`config.mk`:
```
export PLATFORM = sky130hd
export DESIGN_NAME = lru_page_slot_cache
export DESIGN_NICKNAME = d
export VERILOG_FILES = /design/src/hdl/lps_pkg.sv /design/src/hdl/lps_cell.sv /design/src/hdl/lru_page_slot_cache.sv
export SDC_FILE = /design/constraint.sdc
export NUM_CORES = 1
export LEC_CHECK = 0
export ABC_CLOCK_PERIOD_IN_PS = 15100
export BUFFER_PORTS_ARGS = -buffer_cell sky130_fd_sc_hd__buf_2
export CORE_AREA = 2 2 349 351
export CTS_CLUSTER_DIAMETER = 100
export DETAILED_ROUTE_END_ITERATION = 16
export DIE_AREA = 0 0 351 353
export PLACE_DENSITY_LB_ADDON = 0.25
export SYNTH_ARGS = -nofsm -noshare
export SYNTH_HDL_FRONTEND = slang
export SYNTH_HIERARCHICAL = 1
export SYNTH_SLANG_ARGS = --single-unit
```
`constraint.sdc`:
```
create_clock -name clk -period 15.1 [get_ports clk]
set_input_delay 2.265 -clock clk [delete_from_list [all_inputs] [get_ports clk]]
set_output_delay 2.265 -clock clk [all_outputs]
set_load 0.02 [all_outputs]
```
`src/hdl/lps_pkg.sv`:
```
// shared types and constants for the lru page slot cache
// no dependencies; imported by lps_cell and lru_page_slot_cache
`timescale 1ns / 1ps

package lps_pkg;

  localparam int SLOTS      = 8;
  localparam int INDEX_BITS = 16;
  localparam int STAMP_BITS = 32;
  localparam int SLOT_W     = (SLOTS > 1) ? $clog2(SLOTS) : 1;

  // widths fixed by the stream fields
  localparam int PAGE_W      = 16;
  localparam int OUT_SLOT_W  = 3;
  localparam int IN_TDATA_W  = 16;
  localparam int OUT_TDATA_W = 24;
  localparam int OUT_TUSER_W = 2;

  localparam logic CMD_ENSURE = 1'b0;
  localparam logic CMD_CLEAR  = 1'b1;

  typedef logic [SLOT_W-1:0]     slot_idx_t;
  typedef logic [INDEX_BITS-1:0] tag_t;
  typedef logic [STAMP_BITS-1:0] stamp_t;

  // search token handed from cell to cell, one cell per cycle
  typedef struct packed {
    logic      active;
    tag_t      tag;
    logic      hit;
    slot_idx_t hit_idx;
    logic      inv_found;
    slot_idx_t inv_idx;
    logic      best_set;
    stamp_t    best_stamp;
    slot_idx_t best_idx;
    tag_t      best_tag;
  } scan_t;

  // entry update broadcast to every cell
  typedef struct packed {
    logic      clr;
    logic      wr;
    slot_idx_t idx;
    tag_t      tag;
    stamp_t    stamp;
  } cell_upd_t;

  typedef enum logic [1:0] {
    ST_IDLE,
    ST_SCAN,
    ST_FINISH
  } ctrl_state_t;

endpackage

```
`src/hdl/lps_cell.sv`:
```
// one cache entry plus one stage of the search token chain
// depends on lps_pkg
`timescale 1ns / 1ps

module lps_cell (
  input  logic              clk,
  input  logic              rst_n,
  input  lps_pkg::slot_idx_t my_idx,
  input  lps_pkg::scan_t     scan_i,
  input  lps_pkg::cell_upd_t upd,
  output lps_pkg::scan_t     scan_o
);
  import lps_pkg::*;

  logic   valid_r;
  tag_t   tag_r;
  stamp_t stamp_r;
  scan_t  scan_r;
  scan_t  scan_nxt;

  always_comb begin
    scan_nxt = scan_i;
    if (valid_r && (tag_r == scan_i.tag) && !scan_i.hit) begin
      scan_nxt.hit     = 1'b1;
      scan_nxt.hit_idx = my_idx;
    end
    if (!valid_r && !scan_i.inv_found) begin
      scan_nxt.inv_found = 1'b1;
      scan_nxt.inv_idx   = my_idx;
    end
    // strict compare keeps the lowest index on ties
    if (valid_r && (!scan_i.best_set || (stamp_r < scan_i.best_stamp))) begin
      scan_nxt.best_set   = 1'b1;
      scan_nxt.best_stamp = stamp_r;
      scan_nxt.best_idx   = my_idx;
      scan_nxt.best_tag   = tag_r;
    end
  end

  always_ff @(posedge clk) begin
    if (!rst_n) begin
      scan_r.active <= 1'b0;
    end else begin
      scan_r.active <= scan_nxt.active;
    end
    scan_r.tag        <= scan_nxt.tag;
    scan_r.hit        <= scan_nxt.hit;
    scan_r.hit_idx    <= scan_nxt.hit_idx;
    scan_r.inv_found  <= scan_nxt.inv_found;
    scan_r.inv_idx    <= scan_nxt.inv_idx;
    scan_r.best_set   <= scan_nxt.best_set;
    scan_r.best_stamp <= scan_nxt.best_stamp;
    scan_r.best_idx   <= scan_nxt.best_idx;
    scan_r.best_tag   <= scan_nxt.best_tag;
  end

  always_ff @(posedge clk) begin
    if (!rst_n) begin
      valid_r <= 1'b0;
    end else if (upd.clr) begin
      valid_r <= 1'b0;
    end else if (upd.wr && (upd.idx == my_idx)) begin
      valid_r <= 1'b1;
    end
  end

  always_ff @(posedge clk) begin
    if (upd.wr && (upd.idx == my_idx)) begin
      tag_r   <= upd.tag;
      stamp_r <= upd.stamp;
    end
  end

  assign scan_o = scan_r;

endmodule

```
`src/hdl/lru_page_slot_cache.sv`:
```
// top level of the fully associative page slot cache with timestamp lru
// depends on lps_pkg and lps_cell
`timescale 1ns / 1ps

// channel | dir | tdata (low bit up)                  | tuser (low bit up)
// in_     | in  | page_number[15:0]                   | command
// out_    | out | slot[2:0], evicted_page[18:3], pad  | hit, evicted_valid
//
// an ensure is accepted in idle; the search token then walks the cell chain
// (one cell a cycle) during scan, and finish updates the entry and loads the
// result register. a clear goes from accept straight to finish. one item is
// in flight at a time. reset (rst_n low, synchronous) invalidates every entry
// and sets the use counter to 1. a stalled result waits in the output register;
// the update is held back until that register is free.

module lru_page_slot_cache (
  input  logic                               clk,
  input  logic                               rst_n,
  input  logic                               in_tvalid,
  output logic                               in_tready,
  input  logic [lps_pkg::IN_TDATA_W-1:0]     in_tdata,  // page_number
  input  logic                               in_tuser,  // command
  output logic                               out_tvalid,
  input  logic                               out_tready,
  output logic [lps_pkg::OUT_TDATA_W-1:0]    out_tdata, // slot, evicted_page, zero pad
  output logic [lps_pkg::OUT_TUSER_W-1:0]    out_tuser  // hit, evicted_valid
);
  import lps_pkg::*;

  ctrl_state_t state_r, state_nxt;

  scan_t     chain [SLOTS+1];
  cell_upd_t upd;

  logic   cmd_r;
  scan_t  res_r;
  stamp_t use_count_r;

  logic                   out_valid_r;
  logic [OUT_TDATA_W-1:0] out_data_r;
  logic [OUT_TUSER_W-1:0] out_user_r;

  logic      in_acc;
  logic      out_free;
  logic      commit;
  slot_idx_t victim;
  slot_idx_t target;
  logic      ev_valid;

  assign in_acc   = in_tvalid && in_tready;
  assign out_free = !out_valid_r || out_tready;

  // next state
  always_comb begin
    state_nxt = state_r;
    unique case (state_r)
      ST_IDLE: begin
        if (in_acc) begin
          state_nxt = (in_tuser == CMD_CLEAR) ? ST_FINISH : ST_SCAN;
        end
      end
      ST_SCAN: begin
        if (chain[SLOTS].active) begin
          state_nxt = ST_FINISH;
        end
      end
      ST_FINISH: begin
        if (out_free) begin
          state_nxt = ST_IDLE;
        end
      end
      default: state_nxt = ST_IDLE;
    endcase
  end

  // state outputs
  always_comb begin
    in_tready = 1'b0;
    commit    = 1'b0;
    unique case (state_r)
      ST_IDLE:   in_tready = 1'b1;
      ST_SCAN:   ;
      ST_FINISH: commit = out_free;
      default:   ;
    endcase
  end

  always_ff @(posedge clk) begin
    if (!rst_n) begin
      state_r <= ST_IDLE;
    end else begin
      state_r <= state_nxt;
    end
  end

  // search token injected at the head of the chain
  always_comb begin
    chain[0]            = '0;
    chain[0].active     = in_acc && (in_tuser == CMD_ENSURE);
    chain[0].tag        = INDEX_BITS'(in_tdata);
  end

  genvar gi;
  generate
    for (gi = 0; gi < SLOTS; gi++) begin : g_cell
      lps_cell u_cell (
        .clk    (clk),
        .rst_n  (rst_n),
        .my_idx (SLOT_W'(gi)),
        .scan_i (chain[gi]),
        .upd    (upd),
        .scan_o (chain[gi+1])
      );
    end
  endgenerate

  always_ff @(posedge clk) begin
    if (in_acc) begin
      cmd_r <= in_tuser;
    end
    if (chain[SLOTS].active) begin
      res_r <= chain[SLOTS];
    end
  end

  // victim: first invalid slot, else least recently stamped
  assign victim   = res_r.inv_found ? res_r.inv_idx : res_r.best_idx;
  assign target   = res_r.hit ? res_r.hit_idx : victim;
  assign ev_valid = !res_r.hit && !res_r.inv_found;

  always_comb begin
    upd       = '0;
    upd.clr   = commit && (cmd_r == CMD_CLEAR);
    upd.wr    = commit && (cmd_r == CMD_ENSURE);
    upd.idx   = target;
    upd.tag   = res_r.tag;
    upd.stamp = use_count_r;
  end

  // use counter wraps naturally at its width
  always_ff @(posedge clk) begin
    if (!rst_n) begin
      use_count_r <= STAMP_BITS'(1);
    end else if (upd.clr) begin
      use_count_r <= STAMP_BITS'(1);
    end else if (upd.wr) begin
      use_count_r <= use_count_r + STAMP_BITS'(1);
    end
  end

  // result register
  always_ff @(posedge clk) begin
    if (!rst_n) begin
      out_valid_r <= 1'b0;
    end else if (commit) begin
      out_valid_r <= 1'b1;
    end else if (out_tready) begin
      out_valid_r <= 1'b0;
    end
  end

  always_ff @(posedge clk) begin
    if (commit) begin
      if (cmd_r == CMD_CLEAR) begin
        out_data_r <= '0;
        out_user_r <= '0;
      end else begin
        out_data_r <= {(OUT_TDATA_W-PAGE_W-OUT_SLOT_W)'(0),
                       ev_valid ? PAGE_W'(res_r.best_tag) : PAGE_W'(0),
                       OUT_SLOT_W'(target)};
        out_user_r <= {ev_valid, res_r.hit};
      end
    end
  end

  assign out_tvalid = out_valid_r;
  assign out_tdata  = out_data_r;
  assign out_tuser  = out_user_r;

endmodule
```
==> key figures <==
Run status
  • Status: completed

Clocking
  • Postcts setup bufs: 0
  • Clock Sinks: 1,075
  • Cts repair resizes: 0
  • CTS tree: built
  • Clock transition at the registers of the reported paths: 60 ps
  • H-Tree Depth: 3
  • CTS buffer count: 106
  • Quantity of hold-fixing buffers added after cts: 0
  • CTS max path bufs: 3
  • Clk_lat worst skew: 680 ps
  • Root Driver: clkbuf_16

Global routing
  • First-pass GRT wire length: 126 mm
  • Initial antenna violation count: 5
  • Number of global-route vias before repair: 21,600
  • Global route total overflow: 0
  • Total Routing Usage GR: 0.131
  • Largest net degree at the start of global routing: between 50 and 60

Final layout
  • Area occupied by multi-input gates: 14,100 um2
  • Post-route insts no fill: 4,944
  • Fillers: ~11,000
  • Area Overhead vs Synth: 15.8%
  • Share of layout cells above drive strength 1: 0.188
  • Register area: 26,000 um2
  • Nets: 3,496
  • Number of inserted diodes: 0
  • Final Core Density: 0.392
  • Finished Cell Area: about 47,000 um2

Power and ir drop
  • LEAKAGE: 19.2 nW
  • Max rail drop VDD: 0.0000924 V
  • Power Density: 129 nW/um2

Route
  • Initial detailed-routing violation count: 1,017
  • Router iterations before antenna repair: 5
  • Total number of vias: roughly 21,000
  • Post-Route WL: roughly 80 mm
  • Final ANT Viol Nets: 0
  • Vias per Instance: ~4.3
  • DRC: 0
  • Drt wl/cell: 16.3 um

Critical path
  • Worst-path cell chain: buf_2 > nor2b_1 > buf_4 > nor3_1 > nand2_1 > nor3_2 > buf_4
  • Worst reg2reg startpoint: g_cell[2].u_cell/stamp_r[5]
  • Cells on worst reg2reg path: 8
  • CP Max Fanout: 49
  • Critical path type: in -> reg
  • Max incr delay on CP: 830 ps
  • R2r setup slk: 11,470 ps
  • Reg2reg end: g_cell[2].u_cell/scan_o[15]
  • Worst Path Arrival: 4500 ps
  • CP max stage cell: nor3_1
  • Endpoint class of the critical path: flop
  • CP bufs+invs: 3
  • CP dominant cell by count: buf_4
  • Worst EP required: ~15,000 ps
  • Crit-path leading delay family: simple AND/OR/NAND/NOR gates
  • Critical path launch point type: primary input

Timing
  • Fin crit period: 4210 ps
  • RSZ-0062 raised after global routing: false
  • Finish-stage setup viols: 0
  • Final Cycle Share: 0.279
  • Worst Skew: ~30 ps
  • Total Neg Setup Slack: 0 ps
  • Final worst slack: about 11,000 ps
  • Worst slew pin tran: 1210 ps
  • Fin. max-slew vios: 0
  • Slew HR: 0.188
  • Final hold vios: 0
  • Fmax: between 0.2 and 0.25 GHz

Floorplan
  • Die Ht: 353 um
  • Die Width: 351 um
  • Initial Utilization: 0.338
  • Die ar.: 124,000 um2
  • Area of the core: 121,000 um2
  • # IOs: 49
  • Core Rows: ~130

Yosys
  • Synth Cell Area: 40,800 um2
  • Syn Area/Cell: approximately 14 um2
  • Cell count after synthesis: slightly below 3,000
  • Yosys warning count: 6

Min path
  • Hold Startpoint: g_cell[5].u_cell/scan_o[69]
  • Hold Path Class: reg -> reg
  • Hold endpoint: g_cell[6].u_cell/scan_o[69]
  • Hold-critical path depth: 0

Job
  • MaxCap Viol Count: 0

Placed design
  • GPL Wtd Cong: 0.747
  • DP Area: between 40,000 and 50,000 um2
  • PortBufs: 43
  • Hpwl dp: approximately 57 mm
  • Pre-CTS WS: just over 10,000 ps
  • Cells after DPL: 4,743
state kept, by name (all words and copies together) (netlist names):
register,count
out_tdata,19
g_cell.u_cell/tag_r,128
use_count_r,32
cmd_r,1
g_cell.u_cell/scan_o,583
out_tvalid,1
g_cell.u_cell/valid_r,8
state_r,2
g_cell.u_cell/stamp_r,256
out_tuser,2
res_r,43
how the worst max path moves through the flow:
stage                    start                      endpoint  slack (ps)  cells after the start
floorplan           out_tready   g_cell[0].u_cell/stamp_r[0]        8170                      4
CTS                 out_tready  g_cell[0].u_cell/stamp_r[15]       10840                      7
finish              out_tready    g_cell[1].u_cell/tag_r[15]       10890                      7
detailed placement  out_tready   g_cell[0].u_cell/stamp_r[3]       10150                      7
global route        out_tready  g_cell[1].u_cell/stamp_r[16]       10700                      7
global placement    out_tready  g_cell[1].u_cell/stamp_r[23]       10070                      7
power breakdown:
part	internal, W	switching, W
combinational	0.000107	0.000103
clock	0.00162	0.00111
sequential	0.00311	0.0000487
layout make-up:
cell class,instances,share of cell area
clock inverters,53,0.0128
flip-flops and latches,1075,0.551
clock buffers,148,0.0653
repair buffers,73,0.00932
multi-input cells,1704,0.298
well taps,1625,0.0430
inverters,266,0.0211
per-stage QoR:
stage	hold slack [ps]	total power (W)
floorplan	349	0.00337
global placement	354	0.00343
detailed placement	354	0.00343
CTS	364	0.00618
global route	366	0.00634
finish	362	0.00610
cell usage in the layout (no fill, tap or decap), types with 9 or more instances in the layout:
cell type	count
clkbuf_8	15
clkbuf_16	112
clkinv_2	20
nand2_1	110
buf_2	43
nor3_1	23
and3_1	22
conb_1	197
nor2_1	50
a21oi_1	87
ha_1	249
nor3b_1	9
and2_1	33
bufinv_16	11
xor2_1	124
dfxtp_1	625
buf_4	30
o211ai_1	16
inv_1	266
xnor2_1	53
nand3_1	25
clkbuf_1	21
mux2_1	80
nand2b_1	29
o21ai_0	50
nor2b_1	10
edfxtp_1	449
nor4b_1	9
mux2_2	345
nand4_1	59
nor4_1	24
routing by layer:
layer | track usage | vias up | wire length (um)
met4 | 0.0419 | 8 | 1920
met1 | 0.191 | 10100 | 41200
li1 | - | 10700 | -
met5 | 0 | - | 49
met2 | 0.198 | 279 | 34300
met3 | 0.0200 | 125 | 3030
No activity file was read; power rests on OpenSTA's default activity.
